**config.mk**
```make
export PLATFORM = sky130hd
export DESIGN_NAME = sorted_priority_queue_unit
export DESIGN_NICKNAME = d
export VERILOG_FILES = /design/src/spq_pkg.sv /design/src/spq_ram.sv /design/src/spq_ctrl.sv /design/src/spq_dp.sv /design/src/sorted_priority_queue_unit.sv
export SDC_FILE = /design/constraint.sdc
export NUM_CORES = 1
export LEC_CHECK = 0
export ABC_AREA = 1
export BUFFER_PORTS_ARGS = -buffer_cell sky130_fd_sc_hd__buf_4
export CORE_MARGIN = 2
export CORE_UTILIZATION = 50
export CTS_CLUSTER_DIAMETER = 80
export CTS_CLUSTER_SIZE = 25
export DETAILED_ROUTE_END_ITERATION = 16
export PLACE_DENSITY = 0.69
export SYNTH_ARGS = -nofsm -noshare
export SYNTH_HDL_FRONTEND = slang
export SYNTH_HIERARCHICAL = 1
export SYNTH_SLANG_ARGS = --single-unit
```
**constraint.sdc**
```tcl
create_clock -name clk_i -period 4.8 [get_ports clk_i]
set_clock_uncertainty 0.1 [all_clocks]
set_input_delay 0.72 -clock clk_i [delete_from_list [all_inputs] [get_ports clk_i]]
set_output_delay 0.72 -clock clk_i [all_outputs]
set_load 0.005 [all_outputs]
```
**src/spq_pkg.sv**
```systemverilog
`timescale 1ns / 1ps

package spq_pkg;

  localparam int unsigned DEFAULT_QUEUE_DEPTH = 16;
  localparam int unsigned DATA_W  = 32;
  localparam int unsigned PRIO_W  = 16;
  localparam int unsigned ENTRY_W = DATA_W + PRIO_W;
  localparam int unsigned COUNT_W = 5;

  typedef enum logic [1:0] {
    OP_INSERT  = 2'd0,
    OP_DELETE  = 2'd1,
    OP_DISPLAY = 2'd2,
    OP_NONE    = 2'd3
  } op_e;

  typedef enum logic [1:0] {
    ST_OK        = 2'd0,
    ST_FULL      = 2'd1,
    ST_NOT_FOUND = 2'd2,
    ST_EMPTY     = 2'd3
  } status_e;

  typedef enum logic [2:0] {
    J_HOLD = 3'd0,
    J_ZERO = 3'd1,
    J_TOP  = 3'd2,
    J_INC  = 3'd3,
    J_DEC  = 3'd4
  } jop_e;

  typedef enum logic [2:0] {
    WR_NONE      = 3'd0,
    WR_MOVE_UP   = 3'd1,
    WR_NEW_ABOVE = 3'd2,
    WR_NEW_HEAD  = 3'd3,
    WR_MOVE_DOWN = 3'd4
  } wrop_e;

  typedef enum logic [1:0] {
    F_HOLD = 2'd0,
    F_INC  = 2'd1,
    F_DEC  = 2'd2
  } fillop_e;

  typedef struct packed {
    logic    take;
    jop_e    j_op;
    wrop_e   wr_op;
    fillop_e fill_op;
    logic    found_set;
    logic    found_clr;
    logic    code_load;
    status_e code;
    logic    out_load_entry;
    logic    out_load_code;
  } cmd_t;

  typedef struct packed {
    op_e  func;
    logic full;
    logic empty;
    logic move;
    logic match;
    logic at_last;
    logic j_zero;
    logic found;
    logic out_free;
  } sts_t;

endpackage

```
**src/spq_ram.sv**
```systemverilog
`timescale 1ns / 1ps

module spq_ram #(
  parameter int unsigned Width = 48,
  parameter int unsigned Depth = 16,
  localparam int unsigned AddrW = (Depth > 1) ? $clog2(Depth) : 1
) (
  input  logic             clk_i,
  input  logic             wr_en_i,
  input  logic [AddrW-1:0] wr_addr_i,
  input  logic [Width-1:0] wr_data_i,
  input  logic [AddrW-1:0] rd_addr_i,
  output logic [Width-1:0] rd_data_o
);

  logic [Width-1:0] mem_q [Depth];
  logic [Width-1:0] rd_data_q;

  always_ff @(posedge clk_i) begin
    if (wr_en_i) begin
      mem_q[wr_addr_i] <= wr_data_i;
    end
    rd_data_q <= mem_q[rd_addr_i];
  end

  assign rd_data_o = rd_data_q;

endmodule

```
**src/spq_ctrl.sv**
```systemverilog
`timescale 1ns / 1ps

module spq_ctrl import spq_pkg::*; (
  input  logic clk_i,
  input  logic rst_ni,
  input  logic in_valid_i,
  output logic in_stall_o,
  input  sts_t sts_i,
  output cmd_t cmd_o
);

  typedef enum logic [5:0] {
    S_IDLE     = 6'b000001,
    S_INS_STEP = 6'b000010,
    S_INS_HEAD = 6'b000100,
    S_DEL_STEP = 6'b001000,
    S_DSP      = 6'b010000,
    S_RESP     = 6'b100000
  } state_e;

  state_e state_q, state_d;
  cmd_t   cmd;

  always_ff @(posedge clk_i or negedge rst_ni) begin
    if (!rst_ni) begin
      state_q <= S_IDLE;
    end else begin
      state_q <= state_d;
    end
  end

  always_comb begin
    state_d = state_q;
    cmd     = '0;
    case (state_q)
      S_IDLE: begin
        if (in_valid_i) begin
          cmd.take = 1'b1;
          case (sts_i.func)
            OP_INSERT: begin
              if (sts_i.full) begin
                cmd.code_load = 1'b1;
                cmd.code      = ST_FULL;
                state_d       = S_RESP;
              end else if (sts_i.empty) begin
                state_d = S_INS_HEAD;
              end else begin
                cmd.j_op = J_TOP;
                state_d  = S_INS_STEP;
              end
            end
            OP_DELETE: begin
              if (sts_i.empty) begin
                cmd.code_load = 1'b1;
                cmd.code      = ST_EMPTY;
                state_d       = S_RESP;
              end else begin
                cmd.j_op      = J_ZERO;
                cmd.found_clr = 1'b1;
                state_d       = S_DEL_STEP;
              end
            end
            OP_DISPLAY: begin
              if (sts_i.empty) begin
                cmd.code_load = 1'b1;
                cmd.code      = ST_EMPTY;
                state_d       = S_RESP;
              end else begin
                cmd.j_op = J_ZERO;
                state_d  = S_DSP;
              end
            end
            default: begin
              cmd.code_load = 1'b1;
              cmd.code      = ST_OK;
              state_d       = S_RESP;
            end
          endcase
        end
      end
      S_INS_STEP: begin
        if (sts_i.move) begin
          cmd.wr_op = WR_MOVE_UP;
          if (sts_i.j_zero) begin
            state_d = S_INS_HEAD;
          end else begin
            cmd.j_op = J_DEC;
          end
        end else begin
          cmd.wr_op     = WR_NEW_ABOVE;
          cmd.fill_op   = F_INC;
          cmd.code_load = 1'b1;
          cmd.code      = ST_OK;
          state_d       = S_RESP;
        end
      end
      S_INS_HEAD: begin
        cmd.wr_op     = WR_NEW_HEAD;
        cmd.fill_op   = F_INC;
        cmd.code_load = 1'b1;
        cmd.code      = ST_OK;
        state_d       = S_RESP;
      end
      S_DEL_STEP: begin
        if (sts_i.found) begin
          cmd.wr_op = WR_MOVE_DOWN;
        end else if (sts_i.match) begin
          cmd.found_set = 1'b1;
        end
        if (sts_i.at_last) begin
          cmd.code_load = 1'b1;
          if (sts_i.found || sts_i.match) begin
            cmd.fill_op = F_DEC;
            cmd.code    = ST_OK;
          end else begin
            cmd.code = ST_NOT_FOUND;
          end
          state_d = S_RESP;
        end else begin
          cmd.j_op = J_INC;
        end
      end
      S_DSP: begin
        if (sts_i.out_free) begin
          cmd.out_load_entry = 1'b1;
          if (sts_i.at_last) begin
            state_d = S_IDLE;
          end else begin
            cmd.j_op = J_INC;
          end
        end
      end
      S_RESP: begin
        if (sts_i.out_free) begin
          cmd.out_load_code = 1'b1;
          state_d           = S_IDLE;
        end
      end
      default: begin
        state_d = S_IDLE;
      end
    endcase
  end

  assign in_stall_o = (state_q != S_IDLE);
  assign cmd_o      = cmd;

`ifndef NO_ASSERTIONS
  // an accepted item always keeps the input side stalled in the next cycle
  assert property (@(posedge clk_i) disable iff (!rst_ni)
    (in_valid_i && !in_stall_o) |=> in_stall_o)
    else $error("input not stalled after accepting an item");
`endif

endmodule

```
**src/spq_dp.sv**
```systemverilog
`timescale 1ns / 1ps

module spq_dp import spq_pkg::*; #(
  parameter int unsigned QueueDepth = DEFAULT_QUEUE_DEPTH,
  localparam int unsigned IdxW = (QueueDepth > 1) ? $clog2(QueueDepth) : 1,
  localparam int unsigned CntW = $clog2(QueueDepth + 1)
) (
  input  logic                      clk_i,
  input  logic                      rst_ni,
  input  logic [1:0]                func_i,
  input  logic signed [DATA_W-1:0]  data_value_i,
  input  logic signed [PRIO_W-1:0]  priority_value_i,
  input  logic                      out_stall_i,
  output logic                      out_valid_o,
  output logic [1:0]                status_o,
  output logic signed [DATA_W-1:0]  entry_data_o,
  output logic signed [PRIO_W-1:0]  entry_priority_o,
  output logic [COUNT_W-1:0]        entry_count_o,
  output logic                      last_o,
  input  cmd_t                      cmd_i,
  output sts_t                      sts_o
);

  logic [IdxW-1:0]    j_q, j_d;
  logic [CntW-1:0]    fill_q, fill_d;
  logic               found_q;
  logic [DATA_W-1:0]  data_q;
  logic [PRIO_W-1:0]  prio_q;
  status_e            code_q;

  logic               out_valid_q;
  logic [1:0]         out_status_q;
  logic [DATA_W-1:0]  out_data_q;
  logic [PRIO_W-1:0]  out_prio_q;
  logic [COUNT_W-1:0] out_count_q;
  logic               out_last_q;

  logic               wr_en;
  logic [IdxW-1:0]    wr_addr;
  logic [ENTRY_W-1:0] wr_data;
  logic [ENTRY_W-1:0] rd_word;
  logic [DATA_W-1:0]  rd_data;
  logic [PRIO_W-1:0]  rd_prio;
  logic [CntW-1:0]    last_idx;
  logic [CntW+COUNT_W-1:0] count_ext;
  logic               out_free;

  spq_ram #(
    .Width (ENTRY_W),
    .Depth (QueueDepth)
  ) u_ram (
    .clk_i     (clk_i),
    .wr_en_i   (wr_en),
    .wr_addr_i (wr_addr),
    .wr_data_i (wr_data),
    .rd_addr_i (j_d),
    .rd_data_o (rd_word)
  );

  assign rd_data   = rd_word[ENTRY_W-1:PRIO_W];
  assign rd_prio   = rd_word[PRIO_W-1:0];
  assign last_idx  = fill_q - CntW'(1);
  assign count_ext = {{COUNT_W{1'b0}}, fill_q};
  assign out_free  = !out_valid_q || !out_stall_i;

  // status towards the controller
  always_comb begin
    sts_o.func     = op_e'(func_i);
    sts_o.full     = (fill_q == CntW'(QueueDepth));
    sts_o.empty    = (fill_q == '0);
    sts_o.j_zero   = (j_q == '0);
    // head moves only on a strictly larger priority, later entries on equal too
    sts_o.move     = (j_q == '0) ? ($signed(rd_prio) > $signed(prio_q))
                                 : ($signed(rd_prio) >= $signed(prio_q));
    sts_o.match    = (rd_data == data_q);
    sts_o.at_last  = (CntW'(j_q) == last_idx);
    sts_o.found    = found_q;
    sts_o.out_free = out_free;
  end

  always_comb begin
    case (cmd_i.j_op)
      J_HOLD:  j_d = j_q;
      J_ZERO:  j_d = '0;
      J_TOP:   j_d = IdxW'(last_idx);
      J_INC:   j_d = j_q + IdxW'(1);
      J_DEC:   j_d = j_q - IdxW'(1);
      default: j_d = j_q;
    endcase
  end

  always_comb begin
    case (cmd_i.fill_op)
      F_HOLD:  fill_d = fill_q;
      F_INC:   fill_d = fill_q + CntW'(1);
      F_DEC:   fill_d = fill_q - CntW'(1);
      default: fill_d = fill_q;
    endcase
  end

  always_comb begin
    wr_en   = 1'b0;
    wr_addr = j_q;
    wr_data = rd_word;
    case (cmd_i.wr_op)
      WR_NONE: begin
        wr_en = 1'b0;
      end
      WR_MOVE_UP: begin
        wr_en   = 1'b1;
        wr_addr = j_q + IdxW'(1);
      end
      WR_NEW_ABOVE: begin
        wr_en   = 1'b1;
        wr_addr = j_q + IdxW'(1);
        wr_data = {data_q, prio_q};
      end
      WR_NEW_HEAD: begin
        wr_en   = 1'b1;
        wr_addr = '0;
        wr_data = {data_q, prio_q};
      end
      WR_MOVE_DOWN: begin
        wr_en   = 1'b1;
        wr_addr = j_q - IdxW'(1);
      end
      default: begin
        wr_en = 1'b0;
      end
    endcase
  end

  always_ff @(posedge clk_i or negedge rst_ni) begin
    if (!rst_ni) begin
      j_q         <= '0;
      fill_q      <= '0;
      found_q     <= 1'b0;
      code_q      <= ST_OK;
      out_valid_q <= 1'b0;
    end else begin
      j_q    <= j_d;
      fill_q <= fill_d;
      if (cmd_i.found_clr) begin
        found_q <= 1'b0;
      end else if (cmd_i.found_set) begin
        found_q <= 1'b1;
      end
      if (cmd_i.code_load) begin
        code_q <= cmd_i.code;
      end
      if (cmd_i.out_load_entry || cmd_i.out_load_code) begin
        out_valid_q <= 1'b1;
      end else if (!out_stall_i) begin
        out_valid_q <= 1'b0;
      end
    end
  end

  always_ff @(posedge clk_i) begin
    if (cmd_i.take) begin
      data_q <= data_value_i;
      prio_q <= priority_value_i;
    end
    if (cmd_i.out_load_entry) begin
      out_status_q <= ST_OK;
      out_data_q   <= rd_data;
      out_prio_q   <= rd_prio;
      out_count_q  <= count_ext[COUNT_W-1:0];
      out_last_q   <= sts_o.at_last;
    end else if (cmd_i.out_load_code) begin
      out_status_q <= code_q;
      out_data_q   <= '0;
      out_prio_q   <= '0;
      out_count_q  <= count_ext[COUNT_W-1:0];
      out_last_q   <= 1'b1;
    end
  end

  assign out_valid_o      = out_valid_q;
  assign status_o         = out_status_q;
  assign entry_data_o     = out_data_q;
  assign entry_priority_o = out_prio_q;
  assign entry_count_o    = out_count_q;
  assign last_o           = out_last_q;

`ifndef NO_ASSERTIONS
  assert property (@(posedge clk_i) disable iff (!rst_ni)
    fill_q <= CntW'(QueueDepth))
    else $error("entry count beyond queue depth");

  // shifting never writes beyond the new end of the queue
  assert property (@(posedge clk_i) disable iff (!rst_ni)
    wr_en |-> (CntW'(wr_addr) <= fill_q))
    else $error("write outside the occupied slots");

  // a waiting result is never overwritten
  assert property (@(posedge clk_i) disable iff (!rst_ni)
    (cmd_i.out_load_entry || cmd_i.out_load_code) |-> (!out_valid_q || !out_stall_i))
    else $error("output register loaded while its item is stalled");

  assert property (@(posedge clk_i) disable iff (!rst_ni)
    (cmd_i.fill_op == F_INC) |-> (fill_q != CntW'(QueueDepth)))
    else $error("insert into a full queue");
`endif

endmodule

```
**src/sorted_priority_queue_unit.sv**
```systemverilog
`timescale 1ns / 1ps

// Sorted priority queue of (data, priority) entries held in ascending priority order in one
// RAM, one item at a time. Items are taken only while the unit is idle. An insert scans
// down from the tail, moving one entry up a slot per cycle until it finds its place; an
// insert into a full queue is refused. A delete scans the whole queue from the head, moving
// the entries after the match down one slot as it goes. A display streams one entry per
// cycle from the head while the output is not stalled, with last set on the final entry.
// The entry RAM has a single read and a single write port. No clearing pass is needed
// after reset.
module sorted_priority_queue_unit import spq_pkg::*; #(
  parameter int unsigned QueueDepth = DEFAULT_QUEUE_DEPTH
) (
  input  logic                     clk_i,
  input  logic                     rst_ni,
  input  logic                     in_valid_i,
  output logic                     in_stall_o,
  input  logic [1:0]               func_i,
  input  logic signed [DATA_W-1:0] data_value_i,
  input  logic signed [PRIO_W-1:0] priority_value_i,
  output logic                     out_valid_o,
  input  logic                     out_stall_i,
  output logic [1:0]               status_o,
  output logic signed [DATA_W-1:0] entry_data_o,
  output logic signed [PRIO_W-1:0] entry_priority_o,
  output logic [COUNT_W-1:0]       entry_count_o,
  output logic                     last_o
);

  cmd_t cmd;
  sts_t sts;

  spq_ctrl u_ctrl (
    .clk_i      (clk_i),
    .rst_ni     (rst_ni),
    .in_valid_i (in_valid_i),
    .in_stall_o (in_stall_o),
    .sts_i      (sts),
    .cmd_o      (cmd)
  );

  spq_dp #(
    .QueueDepth (QueueDepth)
  ) u_dp (
    .clk_i            (clk_i),
    .rst_ni           (rst_ni),
    .func_i           (func_i),
    .data_value_i     (data_value_i),
    .priority_value_i (priority_value_i),
    .out_stall_i      (out_stall_i),
    .out_valid_o      (out_valid_o),
    .status_o         (status_o),
    .entry_data_o     (entry_data_o),
    .entry_priority_o (entry_priority_o),
    .entry_count_o    (entry_count_o),
    .last_o           (last_o),
    .cmd_i            (cmd),
    .sts_o            (sts)
  );

endmodule

```
## After elaboration in Yosys (flattened, before gate mapping)

Memory sizes are Yosys's and may differ from the RTL's. A register that Yosys moved wholly into a read port is not among the register bits.
Index checks and enable logic that the tools add are counted.
W data, S select, Z words.

- Add/subtract/negate cells: 4
- $lt $le $gt $ge: 2
- Equal/unequal tests: 29
- Multiplexer cells: 67
- Reductions and logical operators: 16

Operators with widths:

| cell | count |
|---|---|
| $mux W32 | 2 |
| $mux W6 | 10 |
| $mux W48 | 1 |
| $pmux W6 S6 | 1 |
| $eq A32 B32 Y1 | 1 |
| $mux W16 | 2 |
| $mux W3 | 9 |
| $pmux W3 S4 | 2 |
| $mux W1 | 22 |
| $pmux W6 S3 | 1 |
| $ge A16 B16 Y1 | 1 |
| $gt A16 B16 Y1 | 1 |
| $pmux W4 S4 | 1 |
| $pmux W5 S3 | 1 |
| $mux W2 | 7 |
| $eq A3 B2 Y1 const B | 4 |
| $pmux W3 S2 | 2 |
| $pmux W4 S3 | 1 |
| $mux W5 | 2 |
| $pmux W5 S2 | 1 |
| $mux W4 | 2 |
| $eq A3 B1 Y1 const B | 2 |
| $eq A3 B3 Y1 const B | 2 |
| $eq A6 B1 Y1 const B | 1 |
| 26 further kinds | 39 |

- Register bits: 123
- RAM bits: 768
- Input port bits: 54
- Logic and storage cells: 132
- Memories: 1

Memories:

| memory | depth | width | rd ports | clocked after Yosys merged registers in | write ports | RTL line | text |
|---|---|---|---|---|---|---|---|
| u_dp.u_ram.mem_q | 16 | 48 | 1 | 1 | 1 | spq_ram.sv:16 | `logic [Width-1:0] mem_q [Depth];` |

## Logic depth before layout (Yosys ltp)

Gate-level depths: netlist of run 1.

- Depth in word-level cells: 10
- Mapped depth: 33

## Modules after synthesis

Netlist of run 1, hierarchy kept.

By module, submodules not included:

| module | instances | cells each | area each (sq um) | sequential area each (sq um) |
|---|---|---|---|---|
| spq_ram | 1 | 3165 | 33988.8 | 24023.0 |
| spq_dp | 1 | 593 | 6030.8 | 3428.3 |
| spq_ctrl | 1 | 118 | 767.0 | 151.4 |

## Worst setup path before layout of run 1

OpenSTA, ideal clock, no wires.

- Path type: register to register
- Start point: register u_dp.prio_q[15]
- End point: memory u_dp.u_ram.mem_q[10][0] (enable)
- Data arrival time: 4.631 ns
- Data required time: 4.246 ns
- Setup slack: -0.385 ns
- Stages on the path, launching flop included: 24
- Period minus slack after synthesis: 5.185 ns
- Cell sequence: edfxtp_1 inv_1 ha_1 a21oi_1 o21ai_0 a21oi_1 nand3_1 nand2_1 nand2_1 nand2_1 inv_1 nand4_1 nand2_1 buf_4 a21oi_1 inv_1 nor2_2 inv_2 nand2_2 inv_2 nand2_1 o221ai_1 nand3b_1 nor2_1

RTL lines:

| item | RTL line | text |
|---|---|---|
| start: declaration | spq_dp.sv:28 | `logic [PRIO_W-1:0] prio_q;` |
| start signal: assignment | spq_dp.sv:162 | `prio_q <= priority_value_i;` |
| end: declaration | spq_ram.sv:16 |  |

==> reports/metrics.yaml, run 1 <==
run_status:
  status: "finished clean"
critical_path:
  endpoint_kind: "register"
  rrSetupSlack_ns: 0.35
  crit_required_ns: 4.97
  critPathMaxFanout: 21
  critPathArrivalTime_ns: 4.62
  critPathKind: "register to register"
  crit_path_start_kind: "register"
synthesis:
  yosys_most_used_dff: "edfxtp_1"
  synth-edff-count: 870
  syn_nets: 3956
  yosys.area.top_type: "edfxtp_1"
  async_flop_share: 0.0202
  synth_area_per_cell_um2: 10.5
  synth_top_cell_area_share: 0.641
  synth-seq-area-share: 0.677
  synth_cell_types: 47
  synthTopCellsByArea: "edfxtp_1, nand2_1, nand3_1"
  synthesis.area_mm2: 0.0408
  synth_warnings: 6
  ys_ff_latch: 939
  postSynthCellCount: 3876
die:
  top_level_ports: 112
  core_mm2: 0.0807
  rows: 104
  die_h_um: 290
  dieArea_mm2: 0.0839
  die_w_um: 290
  start_util: 0.506
timing:
  fin_tns_setup_ns: 0
  maxSlewViolCount: 0
  slew_headroom: 0.417
  layout_min_cycle_time_ns: 4.45
  rsz0062_at_grt: "false"
  hold_violations: 0
  fmax_ghz: 0.225
  worstMarginPinSlew_ns: 0.874
  whs_ns: 0.167
  period_share: 0.927
  setup_violations: 0
layout:
  drive_gt1_frac: 0.0899
  final_util: 0.555
  layout.cells.non_filler: 5067
  final_area_mm2: 0.0447
  area_growth_pct: 9.70
  nets: 4049
  fillers: 6759
  final_cell_mix: "nand2_1, edfxtp_1, inv_1"
  mostFrequentLayoutCell: "nand2_1"
placement:
  place_inst: 4975
  routabilityCongestion: 0.851
  portBuffers: 111
  dp_hpwl_mm: 58.1
  place_area_mm2: 0.0432
power_and_ir_drop:
  ir_worst_vdd_uv: 651
  cellLeakagePower_nw: 19.2
  power_density_mw_per_mm2: 583
grt:
  grt_pass1_wl_mm: 149
  antenna_found_initial: 3
  grt_overflow: 0
  grt_usage: 0.233
  grt_max_degree: 115
  first_global_vias: 25200
hold_path:
  hp-class: "input pin to register"
drt:
  ant_nets: 0
  post_drt_wl_per_cell_um: 19.4
  num_vias: 26700
  drtIter0Drc: 2852
  drc: 0
  viasPerCell: 5.27
  firstDrtPassIters: 5
  drt-total-wl_mm: 98.4
cts:
  cts_root_buf: "clkbuf_16"
  clock_path_buffers: 3
  htree_levels: 2
  cts-buffers-inserted: 45
  clk_latency_ns: 0.62
  cts_tree: "done"
  clk_pin_slew_ns: 0.10
  clock-sinks: 939
job:
  cap_violations: 0
## cells by family (layout without fill, tap and decap cells)
logic type / count (synthesis) / in the layout / synth area share
compound gates: 71 / 71 / 0.00985
xor+xnor: 38 / 38 / 0.00816
fa+ha+maj: 26 / 26 / 0.00798
buf+inv: 889 / 1019 / 0.0935
flops: 939 / 939 / 0.677
mux: 19 / 19 / 0.00663
other cells: 0 / 1 / 0
simple gates: 1894 / 1894 / 0.197
## metal layers
layer  track usage  wire length [um]
met4        0.0628              2470
met5             0                 0
met3        0.0305              7650
met2         0.386             46900
met1         0.327             41300
## synth_stat cells (13+ instances only)
cell type / number
nand2_1: 1187
edfxtp_1: 870
inv_1: 700
nand3_1: 600
buf_2: 82
nor2_1: 58
dfxtp_1: 50
o21ai_0: 42
buf_6: 39
clkbuf_1: 33
xnor2_1: 30
ha_1: 26
dfrtp_1: 18
buf_4: 17
mux2_4: 15
nand4_1: 15
a21oi_1: 13
## worst paths after layout
kind                             startpoint                  endpoint  cells after the start
max                         u_dp/prio_q[15]  u_dp/u_ram/mem_q[15][27]                     19
min                         data_value_i[1]            u_dp/data_q[1]                      1
max reg2reg                 u_dp/prio_q[15]  u_dp/u_ram/mem_q[15][27]                     19
min reg2reg                u_dp/status_o[0]          u_dp/status_o[0]                      2
max in group asynchronous            rst_ni         u_ctrl/state_q[0]                      2
min in group asynchronous            rst_ni               u_dp/j_q[2]                      2
## per-stage QoR
stage / total power [mW] / setup slack [ns]
after global placement: 21.5 / 0.365
after detailed placement: 21.6 / 0.270
final: 26.1 / 0.351
after CTS: 26.1 / 0.240
after global routing: 27.5 / 0.00742
after floorplan: 18.1 / -0.385
## critical path, cell delays in order (launching register included)
cell      delay [ns]
edfxtp_1        0.34
inv_1           0.05
ha_1            0.33
nand2_1         0.09
nor2_1          0.15
nand2_1         0.12
nor3_1          0.26
inv_1           0.07
nand2_1         0.08
nand2_1         0.10
inv_1           0.20
nand4_1         0.19
nand2_1         0.21
nor2_1          0.10
o21ai_0         0.23
nand2_2         0.15
o21ai_0         0.34
nand2_1         0.34
nor2_4          0.22
buf_4           0.41
## report_power, final
group	internal, mW	switching (mW)	total [mW]
Clock	2.01	2.53	4.54
Sequential	10.7	0.436	11.2
Combinational	3.08	7.27	10.4
## sequential cells by signal (all words and copies together) (netlist names)
signal / cells
u_ctrl/state_q: 6
u_dp/out_valid_o: 1
u_dp/last_o: 1
u_dp/code_q: 2
u_dp/u_ram/rd_data_o: 48
u_dp/u_ram/mem_q: 768
u_dp/status_o: 2
u_dp/fill_q: 5
u_dp/entry_data_o: 32
u_dp/data_q: 32
u_dp/j_q: 4
u_dp/entry_priority_o: 16
u_dp/found_q: 1
u_dp/entry_count_o: 5
u_dp/prio_q: 16
## layout make-up
class,count,area [um2],area share
well taps,1060,1330,0.0296
diodes,1,2.50,0.0000559
repair buffers,225,2140,0.0479
clock inverters,10,136,0.00305
flip-flops and latches,939,27600,0.617
inverters,710,2690,0.0602
clock buffers,74,1300,0.0290
multi-input cells,2048,9540,0.213
## what timing repair did
item                                    in CTS  in global routing
gates resized for setup                      0                  1
hold buffers                                 1                  0
endpoints found under the setup margin       0                120
setup buffers                                0                  6
endpoints found under the hold margin       18                  0
No activity file was read; power rests on OpenSTA's default activity.
==> run 2: changes to the inputs <==
--- a/config.mk
+++ b/config.mk
@@ -8,11 +8,10 @@
 export ABC_AREA = 1
 export BUFFER_PORTS_ARGS = -buffer_cell sky130_fd_sc_hd__buf_4
 export CORE_MARGIN = 2
-export CORE_UTILIZATION = 50
+export CORE_UTILIZATION = 35
 export CTS_CLUSTER_DIAMETER = 80
 export CTS_CLUSTER_SIZE = 25
 export DETAILED_ROUTE_END_ITERATION = 16
-export PLACE_DENSITY = 0.69
 export SYNTH_ARGS = -nofsm -noshare
 export SYNTH_HDL_FRONTEND = slang
 export SYNTH_HIERARCHICAL = 1
==> run 2 against run 1 <==
Net effect:
- global-route usage decreased by 6.5 points
- register-to-register slack better by 0.09 ns
- final cell count grew 9.3%
- routed wire length up 3.8%
- sequential power hardly changed
- total power rose by 0.88%
- critical path type unchanged
- largest cell class unchanged
==> reports/metrics.yaml, run 2 (synthesis results as in run 1) <==
run_status:
  status: "finished clean"
die:
  core_mm2: 0.116
  rows: 125
  start_util: 0.352
  die_w_um: 345
  die_h_um: 345
  top_level_ports: 112
  dieArea_mm2: 0.119
timing:
  maxSlewViolCount: 0
  worst_slack_ns: 0.445
  setup_violations: 0
  slew_headroom: 0.207
  rsz0062_at_grt: "true"
  layout_min_cycle_time_ns: 4.35
  fmax_ghz: 0.230
  worstMarginPinSlew_ns: 1.19
  hold_violations: 0
  period_share: 0.907
cts:
  clk_latency_ns: 0.66
  cts_root_buf: "clkbuf_16"
  clock_path_buffers: 3
  clock-sinks: 939
  cts_tree: "done"
  cts-buffers-inserted: 49
  clk_pin_slew_ns: 0.09
  htree_levels: 2
grt:
  grt_pass1_wl_mm: 155
  grt_usage: 0.168
  grt_max_degree: 98
  grt_overflow: 0
  first_global_vias: 24900
  antenna_found_initial: 1
critical_path:
  cp_slowest_stage_delay_ns: 0.35
  critPathArrivalTime_ns: 4.84
  endpoint_kind: "register"
  crit_required_ns: 5.29
  crit_path_top_delay_cell: "ha_1"
  critPathKind: "register to register"
  crit_path_start_kind: "register"
  cp_top_family: "simple AND/OR/NAND/NOR gates"
  crit_top_cell: "nand2_1"
  crit_buf_inv: 6
  critPathMaxFanout: 60
layout:
  multiInputGateArea_mm2: 0.00954
  final_area_mm2: 0.0457
  seqCellArea_mm2: 0.0276
  largest_reg_flops: 768
  final_cell_mix: "nand2_1, edfxtp_1, inv_1"
  nets: 4053
  fillers: 11000
  top_register: "u_dp/u_ram/mem_q"
  area_growth_pct: 11.9
  mostFrequentLayoutCell: "nand2_1"
  drive_gt1_frac: 0.0922
placement:
  portBuffers: 111
  routabilityCongestion: 0.797
  place_area_mm2: 0.0440
  dp_slack_ns: 0.415
  dp_hpwl_mm: 56.1
drt:
  drt-total-wl_mm: 102
  num_vias: 26200
  ant_nets: 0
  routed.top_layer: "met4"
  met1Wirelength_mm: 45.8
  post_drt_wl_per_cell_um: 18.4
  firstDrtPassIters: 5
  drc: 0
  viasPerCell: 4.73
  wl_met3_mm: 5.98
  wl_met2_mm: 48.2
  drtIter0Drc: 2362
power_and_ir_drop:
  finalPower_mw: 26.3
  ir_worst_vdd_uv: 579
  power_density_mw_per_mm2: 576
  cellLeakagePower_nw: 19.3
hold_path:
  hp-class: "input pin to register"
job:
  cap_violations: 0
## run 2: final timing paths
kind / cells past startpoint / endpoint / start / slack, ns
worst max-delay path: 26 / u_dp/u_ram/rd_data_o[15] / u_dp/prio_q[15] / 0.45
worst min-delay path: 1 / u_dp/prio_q[8] / priority_value_i[8] / 0.13
worst max register to register: 26 / u_dp/u_ram/rd_data_o[15] / u_dp/prio_q[15] / 0.45
worst min register to register: 2 / u_dp/status_o[0] / u_dp/status_o[0] / 0.38
max in group asynchronous: 2 / u_ctrl/state_q[0] / rst_ni / 3.91
min in group asynchronous: 2 / u_dp/fill_q[1] / rst_ni / 0.42
## run 2: worst register-to-register path: cells and delay by family, from the launching register on
kind	cells	cell delay, ns
flops	1	0.33
compound gates	1	0.20
fa+ha+maj	1	0.35
buf+inv	6	0.99
simple gates	18	2.28
## run 2: power breakdown
part	switching, mW	internal [mW]
Clock	2.73	2.10
Combinational	7.12	3.19
Sequential	0.429	10.7
## run 2: metrics by stage
step,cells,hold WS (ns),TNS [ns],utilization
detailed placement,5440,0.374,0,0.380
floorplan,3876,0.324,-73.97,-
global route,5537,0.0846,-1.55,0.394
finish,5538,0.130,0,0.394
global placement,5440,0.375,0,0.380
CTS,5532,0.0762,0,0.393
## run 2: layer usage
layer  global-route usage  vias to the layer above
li1                     -                    12700
met1                0.235                    12600
met2                0.278                      795
met3               0.0200                      119
met4               0.0412                        0
met5                    0                        -
## run 2: what timing repair did
action                                  in CTS  in global routing
gates resized for setup                      0                  7
endpoints found under the hold margin       18                  0
setup buffers                                0                  4
hold buffers                                 1                  0
endpoints found under the setup margin       0                293
## run 2: area by class of cell
cell class / instances / area share
Clock buffer: 73 / 0.0295
Multi-Input combinational cell: 2048 / 0.209
Antenna cell: 1 / 0.0000548
Tap cell: 1524 / 0.0418
Timing Repair Buffer: 225 / 0.0509
Inverter: 710 / 0.0590
Clock inverter: 18 / 0.00523
Sequential cell: 939 / 0.605
